### src/sv/bba_pkg.sv
`timescale 1ns / 1ps

package bba_pkg;

   localparam int OP_W      = 2;
   localparam int IDX_W     = 12;
   localparam int GRANT_W   = 11;
   localparam int CNT_W     = 12;
   localparam int STATUS_W  = 2;
   localparam int WORD_W    = 64;
   localparam int BITPOS_W  = 6;

   typedef logic [OP_W-1:0]     op_type;
   typedef logic [STATUS_W-1:0] status_type;
   typedef logic [WORD_W-1:0]   word_type;
   typedef logic [BITPOS_W-1:0] bitpos_type;

   localparam op_type OP_ALLOCATE = 2'd0;
   localparam op_type OP_REQUEST  = 2'd1;
   localparam op_type OP_RELEASE  = 2'd2;

   localparam status_type ST_OK    = 2'd0;
   localparam status_type ST_FULL  = 2'd1;
   localparam status_type ST_TAKEN = 2'd2;
   localparam status_type ST_RANGE = 2'd3;

endpackage

### src/sv/bitmap_block_allocator_unit.sv
`timescale 1ns / 1ps

// Block allocator over a one-bit-per-block map held in a synchronous memory
// of 64-bit words. A transaction on the req_ channel carries an operation and
// a block index: allocate the lowest free block outside the reserved range,
// request one named block, or release one named block. Each transaction
// produces exactly one rsp_ transaction with a status, the granted block and
// the used and free counts after the operation.
// Allocate reads the map one word per cycle, bounded by the single read port,
// and stops at the first word with a free block or after the last word.
// Request and release read the word, then test the bit and write back any change.
// One transaction is worked on at a time; the next is taken once the current
// result is in the output register, even while the receiver has not taken it.
// After reset the block sweeps the memory once, one word a cycle, writing
// the reset image with the reserved blocks marked; req_ready stays low
// during that sweep. When the receiver stalls, the result waits in the output
// register and a finished result behind it holds the block until the register
// frees.
module bitmap_block_allocator_unit #(
   parameter int BLOCK_COUNT    = 2048,
   parameter int RESERVED_BASE  = 1022,
   parameter int RESERVED_COUNT = 4
) (
   input  logic                             clock,
   input  logic                             reset,
   input  logic                             req_valid,
   output logic                             req_ready,
   input  logic [bba_pkg::OP_W-1:0]         req_op,
   input  logic [bba_pkg::IDX_W-1:0]        req_block_index,
   output logic                             rsp_valid,
   input  logic                             rsp_ready,
   output logic [bba_pkg::STATUS_W-1:0]     rsp_status,
   output logic [bba_pkg::GRANT_W-1:0]      rsp_granted_index,
   output logic [bba_pkg::CNT_W-1:0]        rsp_used_count,
   output logic [bba_pkg::CNT_W-1:0]        rsp_free_count
);

   localparam int MAP_WORDS  = (BLOCK_COUNT + 63) / 64;
   localparam int AW         = (MAP_WORDS > 1) ? $clog2(MAP_WORDS) : 1;
   localparam int UW         = $clog2(BLOCK_COUNT + 1);
   localparam int RESET_USED = (RESERVED_BASE >= BLOCK_COUNT) ? 0 :
                               ((RESERVED_BASE + RESERVED_COUNT > BLOCK_COUNT) ?
                                (BLOCK_COUNT - RESERVED_BASE) : RESERVED_COUNT);
   localparam logic [AW-1:0] LAST_WORD = AW'(MAP_WORDS - 1);

   localparam logic [2:0] S_CLEAR = 3'd0;
   localparam logic [2:0] S_IDLE  = 3'd1;
   localparam logic [2:0] S_SCAN  = 3'd2;
   localparam logic [2:0] S_RMW   = 3'd3;
   localparam logic [2:0] S_RESP  = 3'd4;

   function automatic bba_pkg::word_type reserved_word(input logic [AW-1:0] w);
      bba_pkg::word_type r;
      int unsigned       i;
      r = '0;
      for (int b = 0; b < bba_pkg::WORD_W; b++) begin
         i = (32'(w) << 6) + 32'(b);
         r[b] = (i >= 32'(RESERVED_BASE)) &&
                (i < 32'(RESERVED_BASE) + 32'(RESERVED_COUNT)) &&
                (i < 32'(BLOCK_COUNT));
      end
      return r;
   endfunction

   function automatic bba_pkg::word_type alloc_mask(input logic [AW-1:0] w);
      bba_pkg::word_type r;
      int unsigned       i;
      r = '0;
      for (int b = 0; b < bba_pkg::WORD_W; b++) begin
         i = (32'(w) << 6) + 32'(b);
         r[b] = (i < 32'(BLOCK_COUNT)) &&
                !((i >= 32'(RESERVED_BASE)) &&
                  (i < 32'(RESERVED_BASE) + 32'(RESERVED_COUNT)));
      end
      return r;
   endfunction

   function automatic logic [AW-1:0] word_of(input logic [bba_pkg::IDX_W-1:0] i);
      logic [31:0] t;
      t = 32'(i) >> 6;
      return AW'(t);
   endfunction

   bba_pkg::word_type mem [MAP_WORDS];
   bba_pkg::word_type mem_rdata_ff;
   logic [AW-1:0]     mem_raddr;
   logic              mem_we;
   logic [AW-1:0]     mem_waddr;
   bba_pkg::word_type mem_wdata;

   logic [2:0]                    state_ff, state_in;
   bba_pkg::op_type               op_ff, op_in;
   logic [bba_pkg::IDX_W-1:0]     idx_ff, idx_in;
   logic [AW-1:0]                 clr_addr_ff, clr_addr_in;
   logic [AW-1:0]                 scan_addr_ff, scan_addr_in;
   logic                          issue_ff, issue_in;
   logic [AW-1:0]                 chk_addr_ff, chk_addr_in;
   logic                          chk_valid_ff, chk_valid_in;
   logic [UW-1:0]                 used_ff, used_in;
   bba_pkg::status_type           res_status_ff, res_status_in;
   logic [bba_pkg::GRANT_W-1:0]   res_grant_ff, res_grant_in;
   logic                          rsp_valid_ff, rsp_valid_in;
   bba_pkg::status_type           rsp_status_ff, rsp_status_in;
   logic [bba_pkg::GRANT_W-1:0]   rsp_grant_ff, rsp_grant_in;
   logic [bba_pkg::CNT_W-1:0]     rsp_used_ff, rsp_used_in;
   logic [bba_pkg::CNT_W-1:0]     rsp_free_ff, rsp_free_in;

   bba_pkg::word_type  avail;
   logic               hit;
   bba_pkg::bitpos_type hit_pos;
   bba_pkg::bitpos_type sel_pos;
   logic               sel_bit;
   logic               in_range;
   logic               req_fire;
   logic               rsp_free_slot;
   logic [31:0]        free_calc;

   assign avail   = ~mem_rdata_ff & alloc_mask(chk_addr_ff);
   assign hit     = |avail;
   assign sel_pos = idx_ff[bba_pkg::BITPOS_W-1:0];
   assign sel_bit = mem_rdata_ff[sel_pos];
   assign in_range = 32'(idx_ff) < 32'(BLOCK_COUNT);

   always_comb begin
      hit_pos = '0;
      for (int b = bba_pkg::WORD_W - 1; b >= 0; b--) begin
         if (avail[b]) begin
            hit_pos = bba_pkg::BITPOS_W'(b);
         end
      end
   end

   assign req_ready     = (state_ff == S_IDLE);
   assign req_fire      = req_valid && req_ready;
   assign rsp_free_slot = !rsp_valid_ff || rsp_ready;
   assign free_calc     = 32'(BLOCK_COUNT) - 32'(used_ff);

   always_comb begin
      state_in      = state_ff;
      op_in         = op_ff;
      idx_in        = idx_ff;
      clr_addr_in   = clr_addr_ff;
      scan_addr_in  = scan_addr_ff;
      issue_in      = issue_ff;
      chk_addr_in   = chk_addr_ff;
      chk_valid_in  = 1'b0;
      used_in       = used_ff;
      res_status_in = res_status_ff;
      res_grant_in  = res_grant_ff;
      rsp_valid_in  = rsp_valid_ff && !rsp_ready;
      rsp_status_in = rsp_status_ff;
      rsp_grant_in  = rsp_grant_ff;
      rsp_used_in   = rsp_used_ff;
      rsp_free_in   = rsp_free_ff;
      mem_raddr     = word_of(req_block_index);
      mem_we        = 1'b0;
      mem_waddr     = idx_ff[bba_pkg::IDX_W-1:0] == '0 ? '0 : word_of(idx_ff);
      mem_wdata     = mem_rdata_ff;

      unique case (state_ff)
         S_CLEAR: begin
            mem_we      = 1'b1;
            mem_waddr   = clr_addr_ff;
            mem_wdata   = reserved_word(clr_addr_ff);
            clr_addr_in = AW'(clr_addr_ff + 1'b1);
            if (clr_addr_ff == LAST_WORD) begin
               state_in = S_IDLE;
            end
         end
         S_IDLE: begin
            if (req_fire) begin
               op_in         = req_op;
               idx_in        = req_block_index;
               res_status_in = bba_pkg::ST_OK;
               res_grant_in  = '0;
               if (req_op == bba_pkg::OP_ALLOCATE) begin
                  scan_addr_in = '0;
                  issue_in     = 1'b1;
                  state_in     = S_SCAN;
               end else if (req_op == bba_pkg::OP_REQUEST ||
                            req_op == bba_pkg::OP_RELEASE) begin
                  state_in = S_RMW;
               end else begin
                  state_in = S_RESP;
               end
            end
         end
         S_SCAN: begin
            mem_raddr = scan_addr_ff;
            if (issue_ff) begin
               scan_addr_in = AW'(scan_addr_ff + 1'b1);
               chk_addr_in  = scan_addr_ff;
               chk_valid_in = 1'b1;
               if (scan_addr_ff == LAST_WORD) begin
                  issue_in = 1'b0;
               end
            end
            if (chk_valid_ff) begin
               if (hit) begin
                  mem_we        = 1'b1;
                  mem_waddr     = chk_addr_ff;
                  mem_wdata     = mem_rdata_ff | (bba_pkg::WORD_W'(1) << hit_pos);
                  used_in       = UW'(used_ff + 1'b1);
                  res_status_in = bba_pkg::ST_OK;
                  res_grant_in  = bba_pkg::GRANT_W'({chk_addr_ff, hit_pos});
                  issue_in      = 1'b0;
                  chk_valid_in  = 1'b0;
                  state_in      = S_RESP;
               end else if (chk_addr_ff == LAST_WORD) begin
                  res_status_in = bba_pkg::ST_FULL;
                  issue_in      = 1'b0;
                  chk_valid_in  = 1'b0;
                  state_in      = S_RESP;
               end
            end
         end
         S_RMW: begin
            mem_waddr = word_of(idx_ff);
            state_in  = S_RESP;
            if (!in_range) begin
               res_status_in = bba_pkg::ST_RANGE;
            end else if (op_ff == bba_pkg::OP_REQUEST) begin
               if (sel_bit) begin
                  res_status_in = bba_pkg::ST_TAKEN;
               end else begin
                  mem_we       = 1'b1;
                  mem_wdata    = mem_rdata_ff | (bba_pkg::WORD_W'(1) << sel_pos);
                  used_in      = UW'(used_ff + 1'b1);
                  res_grant_in = bba_pkg::GRANT_W'(idx_ff);
               end
            end else begin
               if (sel_bit) begin
                  mem_we    = 1'b1;
                  mem_wdata = mem_rdata_ff & ~(bba_pkg::WORD_W'(1) << sel_pos);
                  used_in   = UW'(used_ff - 1'b1);
               end
            end
         end
         S_RESP: begin
            if (rsp_free_slot) begin
               rsp_valid_in  = 1'b1;
               rsp_status_in = res_status_ff;
               rsp_grant_in  = res_grant_ff;
               rsp_used_in   = bba_pkg::CNT_W'(used_ff);
               rsp_free_in   = bba_pkg::CNT_W'(free_calc);
               state_in      = S_IDLE;
            end
         end
         default: begin
            state_in = S_IDLE;
         end
      endcase
   end

   always_ff @(posedge clock) begin
      if (mem_we) begin
         mem[mem_waddr] <= mem_wdata;
      end
      mem_rdata_ff <= mem[mem_raddr];
   end

   always_ff @(posedge clock) begin
      if (reset) begin
         state_ff     <= S_CLEAR;
         clr_addr_ff  <= '0;
         issue_ff     <= 1'b0;
         chk_valid_ff <= 1'b0;
         used_ff      <= UW'(RESET_USED);
         rsp_valid_ff <= 1'b0;
      end else begin
         state_ff     <= state_in;
         clr_addr_ff  <= clr_addr_in;
         issue_ff     <= issue_in;
         chk_valid_ff <= chk_valid_in;
         used_ff      <= used_in;
         rsp_valid_ff <= rsp_valid_in;
      end
      op_ff         <= op_in;
      idx_ff        <= idx_in;
      scan_addr_ff  <= scan_addr_in;
      chk_addr_ff   <= chk_addr_in;
      res_status_ff <= res_status_in;
      res_grant_ff  <= res_grant_in;
      rsp_status_ff <= rsp_status_in;
      rsp_grant_ff  <= rsp_grant_in;
      rsp_used_ff   <= rsp_used_in;
      rsp_free_ff   <= rsp_free_in;
   end

   assign rsp_valid         = rsp_valid_ff;
   assign rsp_status        = rsp_status_ff;
   assign rsp_granted_index = rsp_grant_ff;
   assign rsp_used_count    = rsp_used_ff;
   assign rsp_free_count    = rsp_free_ff;

`ifndef SYNTHESIS
   a_used_bounded: assert property (@(posedge clock) disable iff (reset)
      32'(used_ff) <= 32'(BLOCK_COUNT))
      else $error("used count exceeds the number of blocks");

   a_update_then_resp: assert property (@(posedge clock) disable iff (reset)
      (mem_we && state_ff != S_CLEAR) |=> (state_ff == S_RESP))
      else $error("map update not followed by a result");

   a_no_grant_on_error: assert property (@(posedge clock) disable iff (reset)
      (rsp_valid && rsp_status != bba_pkg::ST_OK) |-> (rsp_granted_index == '0))
      else $error("granted index set on a failed transaction");

   a_no_accept_in_clear: assert property (@(posedge clock) disable iff (reset)
      (state_ff == S_CLEAR) |-> !req_ready)
      else $error("transaction accepted during the clearing sweep");
`endif

endmodule

### config.mk
export PLATFORM = sky130hd
export DESIGN_NAME = bitmap_block_allocator_unit
export DESIGN_NICKNAME = d
export VERILOG_FILES = /design/src/sv/bba_pkg.sv /design/src/sv/bitmap_block_allocator_unit.sv
export SDC_FILE = /design/constraint.sdc
export NUM_CORES = 2
export LEC_CHECK = 0
export BUFFER_PORTS_ARGS = -buffer_cell sky130_fd_sc_hd__clkbuf_2
export CAP_MARGIN = 0
export CORE_MARGIN = 5
export CORE_UTILIZATION = 45
export CTS_CLUSTER_DIAMETER = 150
export DETAILED_ROUTE_END_ITERATION = 16
export SYNTH_ARGS = -nofsm -noshare
export SYNTH_HDL_FRONTEND = slang
export SYNTH_SLANG_ARGS = --single-unit
### constraint.sdc
create_clock -name clock -period 7.6 [get_ports clock]
set_clock_uncertainty 0.2 [all_clocks]
set_input_delay 0.76 -clock clock [delete_from_list [all_inputs] [get_ports clock]]
set_output_delay 0.76 -clock clock [all_outputs]
set_load 0.1 [all_outputs]
# After elaboration in Yosys (flattened, before gate mapping)
# Memory sizes are Yosys's and may differ from the RTL's. A register that Yosys moved wholly into a read port is not among the register bits.
# Index checks and enable logic that the tools add are counted.
# word_totals
word_cells	1047
register_bits	97
out_inout_bits	39
mem_count	1
input_bits	18
mem_bits_rw	2048
# op_classes
reduce_logical	343
n_mux	136
n_bitwise	7
n_eq_ne	25
order_cmp	386
add_sub_neg	131
shifts	2
# memory_table
name	depth	word_bits	read_ports	rd_ports_with_merged_regs	write_ports	line_no	text
mem	32	64	1	1	1	bitmap_block_allocator_unit.sv:84	bba_pkg::word_type mem [MAP_WORDS];
# ops
op	n
12-bit less-than comparator (second input constant)	127
12-bit by 10-bit >= comparator with 1-bit output (second input constant)	126
12-bit by 11-bit less-than comparator with 1-bit output (second input constant)	126
11-bit by 6-bit adder with 12-bit output (second input constant)	64
11-bit by 5-bit adder with 12-bit output (second input constant)	32
6-bit two-way mux	64
64-bit two-way mux	6
1-bit logical AND	258
11-bit by 4-bit adder with 12-bit output (second input constant)	16
64-bit one-hot mux with 3 select lines	1
64-bit AND	2
64-bit inverter	2
64-bit bitwise OR	2
1-bit by 6-bit << shifter with 64-bit output (first input constant)	2
11-bit by 3-bit adder with 12-bit output (second input constant)	8
12-bit two-way mux	6
1-bit logical NOT	66
11-bit two-way mux	6
64-bit OR reduction	1
11-bit by 2-bit adder with 12-bit output (second input constant)	4
5-bit two-way mux	7
11-bit one-hot mux with 3 select lines	1
11-bit by 1-bit adder with 12-bit output (second input constant)	2
11-bit by 12-bit less-than comparator with 1-bit output (second input constant)	2
41 further kinds	99

# Depth between registers and ports, before layout
# depth
word_depth	75
ltp_mapped	17

# Least setup slack after synthesis
# OpenSTA, ideal clock, no wires.
# synth_path
kind	reg2reg
from	register idx_ff[1] (netlist name)
to	memory mem[22][0] (netlist name), enable pin
required_ps	6913
arrival_ps	5422
setup_ps	487
path_buffers	4
period_less_slack_ps	6108
slack_ps	1492
path_stages_with_launch	15
cell_sequence	edfxtp_1 -> buf_2 -> buf_2 -> buf_2 -> mux2i_1 -> a22oi_1 -> nand3_1 -> nand3_1 -> clkbuf_1 -> mux2i_2 -> ha_1 -> a21boi_0 -> o21ai_0 -> nand3b_1 -> nor2_1
# synth_between
elab_chain_len	8
word_cells_on_any_way	15
classes_between	order compare (1); mux (13); reduce/logical (1)
# synth_lines
item	line_no	text
start, declared	bitmap_block_allocator_unit.sv:93	logic [bba_pkg::IDX_W-1:0] idx_ff, idx_in;
start signal, assigned	bitmap_block_allocator_unit.sv:279	idx_ff <= idx_in;
1-bit binary-select mux with 6-bit select	bitmap_block_allocator_unit.sv:121	assign sel_bit = mem_rdata_ff[sel_pos];
1-bit two-way mux (implied by the code)	bitmap_block_allocator_unit.sv:121	
1-bit two-way mux, on equally long branches	bitmap_block_allocator_unit.sv:232, bitmap_block_allocator_unit.sv:223	
1-bit two-way mux	bitmap_block_allocator_unit.sv:222	end else if (op_ff == bba_pkg::OP_REQUEST) begin
1-bit two-way mux	bitmap_block_allocator_unit.sv:220	if (!in_range) begin
1-bit one-hot mux with 3 select lines	bitmap_block_allocator_unit.sv:160	unique case (state_ff)
1-bit two-way mux	bitmap_block_allocator_unit.sv:256	if (mem_we) begin
1-bit two-way mux (implied by the code)	bitmap_block_allocator_unit.sv:257	mem[mem_waddr] <= mem_wdata;
end, declared	bitmap_block_allocator_unit.sv:84	
# Parallel ways exist; a longest one is shown, timed or not. The select of a mux whose other input is x is not followed.

# Worst setup path after layout
# layout_path
from	register idx_ff[0] (netlist name)
to	memory mem[23][18] (netlist name), enable pin
# Same word-level chain as after synthesis.

==> impl_metrics.toml <==
[global_route]
antenna_found_initial = 10
overflow = 0
grt_usage_pct = 27.4
grt_pass1_wl_um = 423000
grt_pass1_vias = 58600
grt_max_degree = 121

[clock_tree]
root_buffer = "clkbuf_16"
cts_buffers = 222
cts_tree = "built"
post_cts_resized = 0
clock_path_buffers = 3
ctsHtreeMaxLevel = 4
clkTransAtPathRegs_ns = 0.06
clock-sinks = 2208
clock_latency_ns = 0.90

[drt]
top_layer = "met5"
vias_per_cell = 6.09
dr.first_iter.drc_count = 8427
wl_met1_um = 123000
post_drt_wl_per_cell_um = 28.8
drc = 0
routed-wl-met3_um = 24800
ant_nets = 0
num_vias = 62500
route.met2.wl_um = 136000
wirelength_um = 295000
dr.pass1.iters = 6

[synthesis]
synthTopCellsByArea = "edfxtp_1 (70%), nand2_1 (9.0%), nand3_1 (5.8%)"
synth_cells = 7398
synth-edff-count = 2121
synth_top_area_share_pct = 70.0
synth_top_family_by_area = "simple AND/OR/NAND/NOR gates"
synth-main-ff-cell = "edfxtp_1"
ys_types = 89
yosysTopAreaCell = "edfxtp_1"
synthXorXnorAreaFrac_pct = 0.192
ys_seq_area_share_pct = 71.9
syn_avg_cell_area_um2 = 12.3
netlist_area_um2 = 91000
synth_warnings = 0
synth-seq-cells = 2208
muxShareOfSynthArea_pct = 0.569
synth_fa_ha_area_share_pct = 0.179
synthSimpleGateAreaFrac_pct = 17.8
synth_compound_area_share_pct = 6.87
synth_nets = 7429
async_reset_ff_share_pct = 0

[timing]
tightest_slew_ns = 1.33
fin_tns_setup_ns = 0
finalMaxSlewViolations = 0
setup_viol = 0
fin_crit_ns = 5.82
fmax_mhz = 172
fin_hold_ws_ns = 0.0761
fin_crit_sh_pct = 76.6
grt_setup_unrepaired = "false"
maxSlewHeadroom_pct = 10.6
hold_violations = 0
fin_ws_ns = 1.78

[worst_setup_path]
critical_path_arrival_ns = 6.18
worst_setup_path_start_kind = "register"
crit_fanout = 18
endpoint_kind = "register"
r2r-start = "idx_ff[0]"
rr_endpoint = "mem[23][18]"
cp_data_required_time_ns = 7.96
crit_type = "reg -> reg"
rr_worst_depth = 11
r2r_slack_ns = 1.78

[final_layout]
layout_common_cells = "nand2_1 (2174), edfxtp_1 (2121), nand3_1 (1062), a311oi_1 (332), clkbuf_16 (223)"
fin_util_pct = 51.0
fin_cells = 10300
final_common_cell = "nand2_1"
nNetsFinal = 7418
drive_gt1_share_pct = 9.72
area_growth_syn_to_layout_pct = 13.1
final_cell_area_um2 = 103000

[floorplan]
core_um2 = 202000
ios = 57
die_y_um = 460
initial_core_util_pct = 45.1
dieArea_um2 = 211000
die_x_um = 460
placementRows = 165

[power_and_ir_drop]
ir_drop_mv = 0.242
power_density_nw_per_um2 = 252
p_total_mw = 25.9
total_leakage_power_nw = 35.5

[worst_hold_path]
hold_depth = 1
hold_path_end = "op_ff[1]"
hold_class = "in -> reg"
worstHoldStart = "req_op[1]"

[placement]
gp_congestion = 0.999
place_worst_setup_slack_ns = 1.96
dp_cells = 9823
io_buffers = 56
post_dp_cell_area_um2 = 95500
dpl.hpwl_um = 171000

[job]
max-cap-violations = 0

[outcome]
status = "finished, final reports clean"
==> where the power goes <==
part	internal, mW	switching (mW)	total, mW
Combinational	0.424	1.08	1.51
Clock	6.18	4.76	10.9
Sequential	13.3	0.169	13.5
Total	19.9	6.01	25.9
==> cells in the mapped netlist, types with 12 or more instances <==
| master | n |
|---|---|
| and3_1 | 146 |
| nand2_1 | 2175 |
| ha_1 | 13 |
| nor2_1 | 148 |
| a211oi_1 | 20 |
| o22ai_1 | 12 |
| o211ai_1 | 12 |
| a31oi_1 | 91 |
| a21o_1 | 67 |
| a21oi_1 | 121 |
| edfxtp_1 | 2121 |
| o21ai_0 | 58 |
| nand4_1 | 26 |
| buf_1 | 15 |
| buf_2 | 146 |
| dfxtp_1 | 87 |
| a311oi_1 | 333 |
| nor3_1 | 45 |
| inv_1 | 33 |
| a22oi_1 | 13 |
| a221oi_1 | 38 |
| nand2b_1 | 26 |
| mux2i_1 | 38 |
| nand3_1 | 1063 |
| clkbuf_1 | 361 |
==> critical path, stage by stage (launching register included) <==
cell	delay, ns
edfxtp_1	0.91
nor2b_1	0.56
a22oi_1	0.19
nand3_1	0.14
nand4_1	0.35
mux2i_2	0.57
ha_1	0.22
a21boi_0	0.11
o21ai_0	0.37
nand3_1	0.61
nor2_4	0.79
buf_4	0.40
==> sequential cells by signal, summed over array words and instances, names as in the netlist, 11 cells and up <==
| signal | flops |
|---|---|
| rsp_used_count | 12 |
| idx_ff | 12 |
| mem_rdata_ff | 64 |
| used_ff | 12 |
| res_grant_ff | 11 |
| mem | 2048 |
| rsp_granted_index | 11 |
| rsp_free_count | 11 |
==> layout make-up <==
cell class	count	area [um^2]
antenna	5	12.5
clock buffer	278	5870
clock inverter	141	1420
fill	17100	98800
inverter	34	128
multi-input combinational	4626	24100
sequential	2208	65400
tap	2672	3340
timing repair buffer	295	2660
==> cells by family after synthesis <==
kind of cell	count (synthesis)
buffers and inverters	564
xor gates and xnor gates	20
AOI/OAI and AO/OA	832
and+or+nand+nor	3715
muxes	46
DFF	2208
adders and majority gates	13
==> what timing repair did <==
| action | CTS | global route |
|---|---|---|
| hold buffers | 12 | 0 |
| hold endpoints to repair | 12 | 0 |
| setup buffers | 0 | 0 |
| setup endpoints to repair | 0 | 0 |
==> how the worst max path moves through the flow <==
| stage | from | end | slack (ns) | depth (start not counted) |
|---|---|---|---|---|
| after floorplan | idx_ff[1] | mem[22][0] | 1.49 | 14 |
| after global placement | idx_ff[0] | mem[7][56] | 1.98 | 12 |
| after detailed placement | idx_ff[0] | mem[23][45] | 1.96 | 11 |
| after CTS | idx_ff[0] | mem[23][18] | 1.94 | 11 |
| after global routing | idx_ff[0] | mem[23][45] | 1.58 | 11 |
| final | idx_ff[0] | mem[23][18] | 1.78 | 11 |
==> layer usage <==
layer	up-vias	global-route usage [%]
met5	-	0
met4	4	9.82
met3	481	5.18
met2	2925	42.7
met1	31700	38.7
li1	27300	-
No activity file was read; power rests on OpenSTA's default activity.
